==> src/hw/rtl/drt_pkg.sv <==
package drt_pkg;

    // Table geometry
    localparam int MAX_RECTS = 32;
    localparam int IDX_W     = (MAX_RECTS > 1) ? $clog2(MAX_RECTS) : 1;
    localparam int CNT_W     = $clog2(MAX_RECTS + 1);

    // Field widths
    localparam int COORD_W   = 16;
    localparam int SIZE_W    = 17;
    localparam int IN_SIZE_W = 16;
    localparam int OP_W      = 3;
    localparam int EIDX_W    = 6;
    localparam int ECNT_W    = 7;
    localparam int CFG_IDX_W = 2;
    localparam int CFG_W     = 16;

    // Opcodes
    localparam logic [OP_W-1:0] OP_ADD       = 3'd0;
    localparam logic [OP_W-1:0] OP_MARK_FULL = 3'd1;
    localparam logic [OP_W-1:0] OP_CLEAR     = 3'd2;
    localparam logic [OP_W-1:0] OP_READ      = 3'd3;
    localparam logic [OP_W-1:0] OP_BOUNDS    = 3'd4;

    // Register indexes
    localparam logic [CFG_IDX_W-1:0] REG_SCREEN_WIDTH  = 2'd0;
    localparam logic [CFG_IDX_W-1:0] REG_SCREEN_HEIGHT = 2'd1;

    typedef struct packed {
        logic [OP_W-1:0]           opcode;
        logic signed [COORD_W-1:0] rect_x;
        logic signed [COORD_W-1:0] rect_y;
        logic [IN_SIZE_W-1:0]      rect_width;
        logic [IN_SIZE_W-1:0]      rect_height;
        logic [EIDX_W-1:0]         entry_index;
    } item_t;

    typedef struct packed {
        logic signed [COORD_W-1:0] out_x;
        logic signed [COORD_W-1:0] out_y;
        logic [SIZE_W-1:0]         out_width;
        logic [SIZE_W-1:0]         out_height;
        logic [ECNT_W-1:0]         entry_count;
        logic                      full_flag;
        logic                      empty_flag;
    } result_t;

    typedef enum logic [1:0] {
        RD_ZERO,
        RD_IDX,
        RD_NEXT
    } rd_sel_t;

    typedef enum logic [1:0] {
        RES_SCREEN,
        RES_ENTRY,
        RES_ACC
    } res_sel_t;

    typedef struct packed {
        logic     load_item;
        logic     rd_en;
        rd_sel_t  rd_sel;
        logic     ptr_clr;
        logic     ptr_inc;
        logic     wr_merge;
        logic     append;
        logic     set_full;
        logic     clear;
        logic     res_load;
        res_sel_t res_sel;
        logic     out_load;
    } dp_cmd_t;

    typedef struct packed {
        logic [OP_W-1:0] op;
        logic            add_null;
        logic            full;
        logic            count_zero;
        logic            idx_valid;
        logic            overlap;
        logic            last;
        logic            table_full;
        logic            out_free;
    } dp_status_t;

endpackage

==> src/hw/rtl/drt_ctrl.sv <==
module drt_ctrl (
    input  logic                clk,
    input  logic                rst_n,
    input  logic                item_valid,
    output logic                item_stall,
    input  drt_pkg::dp_status_t st,
    output drt_pkg::dp_cmd_t    cmd
);
    import drt_pkg::*;

    typedef enum logic [2:0] {
        S_IDLE,
        S_DECODE,
        S_SCAN,
        S_RDWAIT,
        S_DONE
    } state_t;

    state_t state_reg, state_next;
    logic   stall_reg;

    assign item_stall = stall_reg;

    always_comb
    begin
        cmd        = '0;
        state_next = state_reg;
        case (state_reg)
            S_IDLE:
            begin
                if (item_valid)
                begin
                    cmd.load_item = 1'b1;
                    state_next    = S_DECODE;
                end
            end
            S_DECODE:
            begin
                state_next = S_DONE;
                case (st.op)
                    OP_ADD:
                    begin
                        if (!(st.add_null || st.full))
                        begin
                            if (st.count_zero)
                                cmd.append = 1'b1;
                            else
                            begin
                                cmd.rd_en   = 1'b1;
                                cmd.rd_sel  = RD_ZERO;
                                cmd.ptr_clr = 1'b1;
                                state_next  = S_SCAN;
                            end
                        end
                    end
                    OP_MARK_FULL: cmd.set_full = 1'b1;
                    OP_CLEAR:     cmd.clear = 1'b1;
                    OP_READ:
                    begin
                        if (st.idx_valid)
                        begin
                            cmd.rd_en  = 1'b1;
                            cmd.rd_sel = RD_IDX;
                            state_next = S_RDWAIT;
                        end
                    end
                    OP_BOUNDS:
                    begin
                        if (st.full)
                        begin
                            cmd.res_load = 1'b1;
                            cmd.res_sel  = RES_SCREEN;
                        end
                        else if (!st.count_zero)
                        begin
                            cmd.rd_en   = 1'b1;
                            cmd.rd_sel  = RD_ZERO;
                            cmd.ptr_clr = 1'b1;
                            state_next  = S_SCAN;
                        end
                    end
                    default: ;
                endcase
            end
            S_SCAN:
            begin
                if (st.op == OP_ADD)
                begin
                    if (st.overlap)
                    begin
                        cmd.wr_merge = 1'b1;
                        state_next   = S_DONE;
                    end
                    else if (st.last)
                    begin
                        if (st.table_full)
                            cmd.set_full = 1'b1;
                        else
                            cmd.append = 1'b1;
                        state_next = S_DONE;
                    end
                    else
                    begin
                        cmd.ptr_inc = 1'b1;
                        cmd.rd_en   = 1'b1;
                        cmd.rd_sel  = RD_NEXT;
                    end
                end
                else
                begin
                    if (st.last)
                    begin
                        cmd.res_load = 1'b1;
                        cmd.res_sel  = RES_ACC;
                        state_next   = S_DONE;
                    end
                    else
                    begin
                        cmd.ptr_inc = 1'b1;
                        cmd.rd_en   = 1'b1;
                        cmd.rd_sel  = RD_NEXT;
                    end
                end
            end
            S_RDWAIT:
            begin
                cmd.res_load = 1'b1;
                cmd.res_sel  = RES_ENTRY;
                state_next   = S_DONE;
            end
            S_DONE:
            begin
                if (st.out_free)
                begin
                    cmd.out_load = 1'b1;
                    state_next   = S_IDLE;
                end
            end
            default: state_next = S_IDLE;
        endcase
    end

    always_ff @(posedge clk or negedge rst_n)
    begin
        if (!rst_n)
        begin
            state_reg <= S_IDLE;
            stall_reg <= 1'b0;
        end
        else
        begin
            state_reg <= state_next;
            stall_reg <= (state_next != S_IDLE);
        end
    end

endmodule

==> src/hw/rtl/drt_datapath.sv <==
module drt_datapath (
    input  logic                clk,
    input  logic                rst_n,
    input  drt_pkg::item_t      item,
    input  logic                cfg_wr_en,
    input  logic [drt_pkg::CFG_IDX_W-1:0] cfg_index,
    input  logic [drt_pkg::CFG_W-1:0]     cfg_data,
    input  drt_pkg::dp_cmd_t    cmd,
    output drt_pkg::dp_status_t st,
    output logic                result_valid,
    input  logic                result_stall,
    output drt_pkg::result_t    result
);
    import drt_pkg::*;

    typedef struct packed {
        logic signed [COORD_W-1:0] x;
        logic signed [COORD_W-1:0] y;
        logic [SIZE_W-1:0]         w;
        logic [SIZE_W-1:0]         h;
    } box_t;

    localparam int EXT_W = COORD_W + 2;

    function automatic logic signed [EXT_W-1:0] sext(logic signed [COORD_W-1:0] v);
        return $signed({{2{v[COORD_W-1]}}, v});
    endfunction

    function automatic logic signed [EXT_W-1:0] far_edge(logic signed [COORD_W-1:0] v,
                                                        logic [SIZE_W-1:0] s);
        return sext(v) + $signed({1'b0, s});
    endfunction

    // strict overlap: touching edges do not count
    function automatic logic rect_overlap(box_t a, box_t b);
        logic signed [EXT_W-1:0] ax1, ay1, bx1, by1;
        ax1 = far_edge(a.x, a.w);
        ay1 = far_edge(a.y, a.h);
        bx1 = far_edge(b.x, b.w);
        by1 = far_edge(b.y, b.h);
        return !(ax1 <= sext(b.x) || bx1 <= sext(a.x) ||
                 ay1 <= sext(b.y) || by1 <= sext(a.y));
    endfunction

    function automatic box_t box_hull(box_t a, box_t b);
        logic signed [EXT_W-1:0] ax1, ay1, bx1, by1, x1, y1, dx, dy;
        box_t r;
        ax1 = far_edge(a.x, a.w);
        ay1 = far_edge(a.y, a.h);
        bx1 = far_edge(b.x, b.w);
        by1 = far_edge(b.y, b.h);
        x1  = (ax1 > bx1) ? ax1 : bx1;
        y1  = (ay1 > by1) ? ay1 : by1;
        r.x = (a.x < b.x) ? a.x : b.x;
        r.y = (a.y < b.y) ? a.y : b.y;
        dx  = x1 - sext(r.x);
        dy  = y1 - sext(r.y);
        r.w = dx[SIZE_W-1:0];
        r.h = dy[SIZE_W-1:0];
        return r;
    endfunction

    item_t               item_reg;
    logic [CNT_W-1:0]    count_reg;
    logic                full_reg;
    logic [IDX_W-1:0]    ptr_reg;
    box_t                acc_reg;
    box_t                res_reg;
    logic [CFG_W-1:0]    scr_w_reg;
    logic [CFG_W-1:0]    scr_h_reg;
    logic                out_valid_reg;
    result_t             out_reg;

    box_t                mem [MAX_RECTS];
    box_t                mem_q;

    box_t                nb;
    box_t                acc_in;
    box_t                wr_data;
    logic [IDX_W-1:0]    rd_addr;
    logic [IDX_W-1:0]    wr_addr;
    logic                wr_en;
    logic [CNT_W:0]      ptr_plus1;

    always_comb
    begin
        nb.x = item_reg.rect_x;
        nb.y = item_reg.rect_y;
        nb.w = {1'b0, item_reg.rect_width};
        nb.h = {1'b0, item_reg.rect_height};
    end

    assign ptr_plus1 = (CNT_W + 1)'(ptr_reg) + 1'b1;
    assign acc_in    = (ptr_reg == '0) ? mem_q : box_hull(acc_reg, mem_q);

    always_comb
    begin
        case (cmd.rd_sel)
            RD_IDX:  rd_addr = item_reg.entry_index[IDX_W-1:0];
            RD_NEXT: rd_addr = ptr_plus1[IDX_W-1:0];
            default: rd_addr = '0;
        endcase
    end

    assign wr_en   = cmd.wr_merge | cmd.append;
    assign wr_addr = cmd.wr_merge ? ptr_reg : count_reg[IDX_W-1:0];
    assign wr_data = cmd.wr_merge ? box_hull(mem_q, nb) : nb;

    always_ff @(posedge clk)
    begin
        if (wr_en)
            mem[wr_addr] <= wr_data;
        if (cmd.rd_en)
            mem_q <= mem[rd_addr];
    end

    always_comb
    begin
        st.op         = item_reg.opcode;
        st.add_null   = (item_reg.rect_width == '0) || (item_reg.rect_height == '0);
        st.full       = full_reg;
        st.count_zero = (count_reg == '0);
        st.idx_valid  = ({1'b0, item_reg.entry_index} < ECNT_W'(count_reg));
        st.overlap    = rect_overlap(mem_q, nb);
        st.last       = (ptr_plus1 == (CNT_W + 1)'(count_reg));
        st.table_full = (count_reg == CNT_W'(MAX_RECTS));
        st.out_free   = !out_valid_reg || !result_stall;
    end

    // control state
    always_ff @(posedge clk or negedge rst_n)
    begin
        if (!rst_n)
        begin
            count_reg     <= '0;
            full_reg      <= 1'b0;
            scr_w_reg     <= '0;
            scr_h_reg     <= '0;
            out_valid_reg <= 1'b0;
        end
        else
        begin
            if (cmd.clear)
            begin
                count_reg <= '0;
                full_reg  <= 1'b0;
            end
            else
            begin
                if (cmd.append)
                    count_reg <= count_reg + 1'b1;
                if (cmd.set_full)
                    full_reg <= 1'b1;
            end

            if (cfg_wr_en)
            begin
                case (cfg_index)
                    REG_SCREEN_WIDTH:  scr_w_reg <= cfg_data;
                    REG_SCREEN_HEIGHT: scr_h_reg <= cfg_data;
                    default: ;
                endcase
            end

            if (cmd.out_load)
                out_valid_reg <= 1'b1;
            else if (!result_stall)
                out_valid_reg <= 1'b0;
        end
    end

    // payload
    always_ff @(posedge clk)
    begin
        if (cmd.load_item)
            item_reg <= item;

        if (cmd.ptr_clr)
            ptr_reg <= '0;
        else if (cmd.ptr_inc)
            ptr_reg <= ptr_plus1[IDX_W-1:0];

        if (cmd.ptr_inc)
            acc_reg <= acc_in;

        if (cmd.load_item)
            res_reg <= '0;
        else if (cmd.res_load)
        begin
            case (cmd.res_sel)
                RES_SCREEN:
                begin
                    res_reg.x <= '0;
                    res_reg.y <= '0;
                    res_reg.w <= {1'b0, scr_w_reg};
                    res_reg.h <= {1'b0, scr_h_reg};
                end
                RES_ENTRY: res_reg <= mem_q;
                RES_ACC:   res_reg <= acc_in;
                default:   res_reg <= '0;
            endcase
        end

        if (cmd.out_load)
        begin
            out_reg.out_x       <= res_reg.x;
            out_reg.out_y       <= res_reg.y;
            out_reg.out_width   <= res_reg.w;
            out_reg.out_height  <= res_reg.h;
            out_reg.entry_count <= ECNT_W'(count_reg);
            out_reg.full_flag   <= full_reg;
            out_reg.empty_flag  <= (count_reg == '0) && !full_reg;
        end
    end

    assign result_valid = out_valid_reg;
    assign result       = out_reg;

    a_count_bound: assert property (@(posedge clk) disable iff (!rst_n)
        count_reg <= CNT_W'(MAX_RECTS))
        else $error("entry count beyond table depth");

    a_append_room: assert property (@(posedge clk) disable iff (!rst_n)
        cmd.append |-> (count_reg < CNT_W'(MAX_RECTS)))
        else $error("append into a full table");

    a_single_write: assert property (@(posedge clk) disable iff (!rst_n)
        !(cmd.wr_merge && cmd.append))
        else $error("merge and append in the same cycle");

    a_clear_effect: assert property (@(posedge clk) disable iff (!rst_n)
        cmd.clear |=> (count_reg == '0) && !full_reg)
        else $error("clear left table state behind");

endmodule

==> src/hw/rtl/damage_rect_tracker_core.sv <==
// Damage rectangle tracker.
// Input channel (item_valid / item_stall / item) takes one command per transfer:
// add rectangle, mark full, clear, read entry or report bounds. Every command
// yields exactly one transfer on the result channel (result_valid /
// result_stall / result) carrying the rectangle read or the bounds (zero for
// other commands) and the entry count, full and empty flags after the command.
// Mark full, clear, rejected adds, reads beyond the count and unknown codes go
// from decode straight to the done state; a valid read entry first passes the
// read wait state; add and bounds scan table entries (one per cycle, up to 32)
// through the single registered read port of the table memory.
// A new command is taken in the cycle after the previous result is loaded into
// the output register, when the block is back in idle.
// Screen size registers are written through cfg_wr_en / cfg_index / cfg_data; the
// user must write them only while the block is idle, the block does not enforce it.
// Reset clears the entry count, the full flag, the screen size and the output
// valid; table contents are not cleared. While the receiver stalls, the result
// register holds; the next command is still taken and worked on, and waits for
// the output register before its result is loaded.
module damage_rect_tracker_core (
    input  logic                          clk,
    input  logic                          rst_n,
    input  logic                          item_valid,
    output logic                          item_stall,
    input  drt_pkg::item_t                item,
    output logic                          result_valid,
    input  logic                          result_stall,
    output drt_pkg::result_t              result,
    input  logic                          cfg_wr_en,
    input  logic [drt_pkg::CFG_IDX_W-1:0] cfg_index,
    input  logic [drt_pkg::CFG_W-1:0]     cfg_data
);
    import drt_pkg::*;

    // command and status between sequencer and datapath
    dp_cmd_t    cmd;
    dp_status_t st;

    drt_ctrl u_ctrl (
        .clk        (clk),
        .rst_n      (rst_n),
        .item_valid (item_valid),
        .item_stall (item_stall),
        .st         (st),
        .cmd        (cmd)
    );

    // table memory, scan pointer, accumulator and output register
    drt_datapath u_datapath (
        .clk          (clk),
        .rst_n        (rst_n),
        .item         (item),
        .cfg_wr_en    (cfg_wr_en),
        .cfg_index    (cfg_index),
        .cfg_data     (cfg_data),
        .cmd          (cmd),
        .st           (st),
        .result_valid (result_valid),
        .result_stall (result_stall),
        .result       (result)
    );

endmodule

==> config.mk <==
export PLATFORM = sky130hd
export DESIGN_NAME = damage_rect_tracker_core
export DESIGN_NICKNAME = d
export VERILOG_FILES = /design/src/hw/rtl/drt_pkg.sv /design/src/hw/rtl/drt_ctrl.sv /design/src/hw/rtl/drt_datapath.sv /design/src/hw/rtl/damage_rect_tracker_core.sv
export SDC_FILE = /design/constraint.sdc
export NUM_CORES = 2
export LEC_CHECK = 0
export ABC_CLOCK_PERIOD_IN_PS = 10250
export BUFFER_PORTS_ARGS = -buffer_cell sky130_fd_sc_hd__buf_2
export CORE_ASPECT_RATIO = 1.2
export CORE_MARGIN = 3
export CORE_UTILIZATION = 45
export CTS_BUF_LIST = sky130_fd_sc_hd__clkbuf_8
export CTS_CLUSTER_DIAMETER = 150
export DETAILED_ROUTE_END_ITERATION = 10
export GPL_ROUTABILITY_DRIVEN = 1
export MAX_ROUTING_LAYER = met4
export PLACE_DENSITY = 0.65
export SETUP_SLACK_MARGIN = 0.2
export SYNTH_ARGS = -nofsm -noshare
export SYNTH_HDL_FRONTEND = slang
export SYNTH_SLANG_ARGS = --single-unit
==> constraint.sdc <==
create_clock -name clk -period 10.25 [get_ports clk]
set_clock_uncertainty 0.15 [all_clocks]
set_input_delay 2.05 -clock clk [delete_from_list [all_inputs] [get_ports clk]]
set_output_delay 2.05 -clock clk [all_outputs]
set_load 0.02 [all_outputs]
==> reports/qor.csv <==
metric,value,unit
status,"finished, final reports clean",
Nets,9454,
Worst Tran Pin Value,1370,ps
GRT overflow,0,
origin of the worst setup path,u_datapath.item_reg[54],
Placement Rows,200,
"Async S/R FF share, synth",1.76,%
"EDFF count, synth",2391,
Worst Path Required,10860,ps
CP Launch Type,flip-flop,
r2r worst-path depth,36,
Peak supply drop,234,uV
# setup viols final,0,
CTS root buf,clkbuf_8,
largest family of logic cells by synthesized area,compound AO/OA/AOI/OAI gates,
"Top FF cell, synth",edfxtp_1,
"Slowest-stage cell, CP",o311ai_0,
number of global-route vias before repair,75500,
largest net degree at the start of global routing,134,
Layout Utilization,50.9,%
cell family with most CP delay,compound AO/OA/AOI/OAI gates,
setup_tns,0,ps
final period utilization,93.3,%
crit-path most repeated cell,a21oi_1,
area delta synth->final,12.1,%
Longest Clk Path Bufs,4,
Yosys reg bits,2506,
htree depth,5,
Worst-Skew Late Latency,1010,ps
HP Class,reg2reg,
DR iter-0 viols,9505,
Largest register FFs,2112,
post-synthesis sequential area ratio,65.8,%
DRT Wirelength,350,mm
Synth Area per Inst,12.9,um^2
cell accounting for the most synthesized area,edfxtp_1,
RSZ-0062 raised after global routing,no,
post-route ant nets,0,
Syn Nets,9245,
CP Class,reg2reg,
R2R Path Start,u_datapath.item_reg[54],
Pre-antenna DRT Iters,10,
post-synth top area share,63.6,%
R2R Setup Slk,680,ps
GP Congestion,0.994,
PwrDens,251,nW/um^2
Synth area leaders,"edfxtp_1, ha_1, o21ai_0",
# clock sinks,2506,
simple logic cell fraction of the synthesized area,9.82,%
CP Buf/Inv Count,3,
post-synthesis mux area share,0.911,%
crit path DAT,10180,ps
# fillers,21100,
drt drc,0,
most common cell in the synthesized netlist,edfxtp_1,
commonest cells in the netlist,"edfxtp_1, nand2_1, o21ai_0, clkbuf_1, a211oi_1",
delay of the slowest critical-path stage,700,ps
Num CTS Buffers,389,
synth warn,0,
unique cell type count in the Yosys netlist,80,
Die Width,463,um
Clock transition at path regs,60,ps
Leak Pwr,42.3,nW
critical path endpoint category,flip-flop,
DR vias,78500,
Post-Synth Adder-Cell Area,4.37,%
I/O pins,173,
max cap viols,0,
worst hold start,u_datapath.res_reg[12],
Buffers on Ports,171,
Post-Synthesis Cells,8762,
first-pass GRT wire length,508,mm
CTS tree,built,
Slew HR,8.58,%
post-layout min period,9570,ps
Worst R2R End,u_datapath.mem[4][33],
WHS Path Cells,0,
CTS Hold Buffers Added,0,
Final Slew Violations,0,
initial antenna violation count,7,
detailed placer's ending HPWL,206,mm
Fin. Hold Viols,0,
core area,248000,um^2
crit-path max FO,32,
Total GRT Usage,27.2,%
DIE AREA,257000,um^2
multi-input logic area,36000,um^2
Initial Util,45.4,%
share of layout cells above drive strength 1,12.2,%
Peak Freq,105,MHz
cell area after synthesis,113000,um^2
WL/cell,27.7,um
Synth Area in XOR/XNOR,1.13,%
Chip Height,555,um
Via density,6.22,
post-synthesis compound-gate area fraction,15.1,%
Min-Delay Endpoint,u_datapath.result[21],
FF/Latch Area,74300,um^2
[cell usage in the layout (no fill, tap or decap), types with 41 or more instances in the layout]
master	instances
mux2_2	46
dfxtp_1	71
nor2_1	355
mux2i_1	51
clkinv_1	96
nand2_1	808
a211oi_1	419
o211ai_1	274
a31o_1	41
buf_12	81
o21ai_2	49
a311oi_1	136
clkbuf_8	399
a21oi_1	251
o21ai_0	576
and2_0	94
o311ai_0	137
buf_2	171
a211o_1	75
a21o_1	106
and2_1	181
a222oi_1	45
o21a_1	42
inv_1	339
edfxtp_1	2391
nand3_1	50
xnor2_1	103
buf_4	184
dfrtp_1	44
or3_1	415
clkinv_2	50
xor2_1	43
nor3_1	180
ha_1	376
a31oi_1	149
[kinds of logic (layout without fill, tap and decap cells)]
group	after synthesis	in the layout
AOI/OAI and AO/OA	2484	2484
xor gates and xnor gates	146	146
adders and majority gates	389	389
buffers and inverters	852	1368
DFF	2506	2506
muxes	97	97
other	1	4
and+or+nand+nor	2287	2287
[worst register-to-register path: cells and delay by family, from the launching register on]
family | cells | cell delay (ps)
AO/OA/AOI/OAI | 15 | 3460
XOR/XNOR | 4 | 800
adder cells (fa/ha/maj) | 5 | 1410
buffers and inverters | 3 | 490
flip-flops | 1 | 550
AND/OR/NAND/NOR | 9 | 2480
[metal layers]
metal | share of wire [%] | vias up | GRT usage [%]
met3 | 8.9 | 809 | 4.30
li1 | - | 34400 | -
met1 | 39 | 39300 | 35.1
met4 | 4.5 | 0 | 11.3
met5 | 0 | - | -
met2 | 47 | 3899 | 42.9
[cell type report]
class | count | share of cell area, %
antenna | 3 | 0.00593
clock buffer | 399 | 4.34
clock inverter | 299 | 1.48
inverter | 234 | 0.696
multi-input combinational | 5404 | 28.4
sequential | 2506 | 58.7
tap | 3333 | 3.29
timing repair buffer | 436 | 3.05
[worst max-delay path by stage]
| stage | endpoint | slack [ps] | cells after the start |
|---|---|---|---|
| 2_1_floorplan | u_datapath.mem[0][31] | 1870 | 36 |
| 5_1_grt | u_datapath.mem[25][33] | 300 | 36 |
| 6_report | u_datapath.mem[4][33] | 680 | 36 |
| 3_5_place_dp | u_datapath.mem_q[4] | 530 | 32 |
| 3_3_place_gp | u_datapath.mem_q[3] | 700 | 31 |
| 4_1_cts | u_datapath.mem_q[4] | 460 | 32 |
[power breakdown]
group / total (mW) / switching [mW] / internal [mW]
sequential: 12.7 / 0.487 / 12.2
combinational: 11.0 / 7.14 / 3.82
clock: 8.11 / 3.97 / 4.14
total: 31.7 / 11.6 / 20.2
[repair_timing]
action,CTS,global route
endpoints found under the setup margin,0,35
buffers inserted,0,4
gates resized for setup,0,1
[stage by stage]
step | instances | setup slack, ps | total power, mW | instance area, um^2 | hold slack [ps]
after floorplan | 8762 | 1870 | 20.0 | 113000 | 253
after global placement | 11900 | 696 | 23.5 | 119000 | 261
after detailed placement | 11900 | 531 | 23.6 | 119000 | 261
after CTS | 12600 | 457 | 31.7 | 127000 | 276
after global routing | 12600 | 298 | 33.4 | 127000 | 292
final | 12600 | 682 | 31.7 | 127000 | 273
No activity file was read; power rests on OpenSTA's default activity.
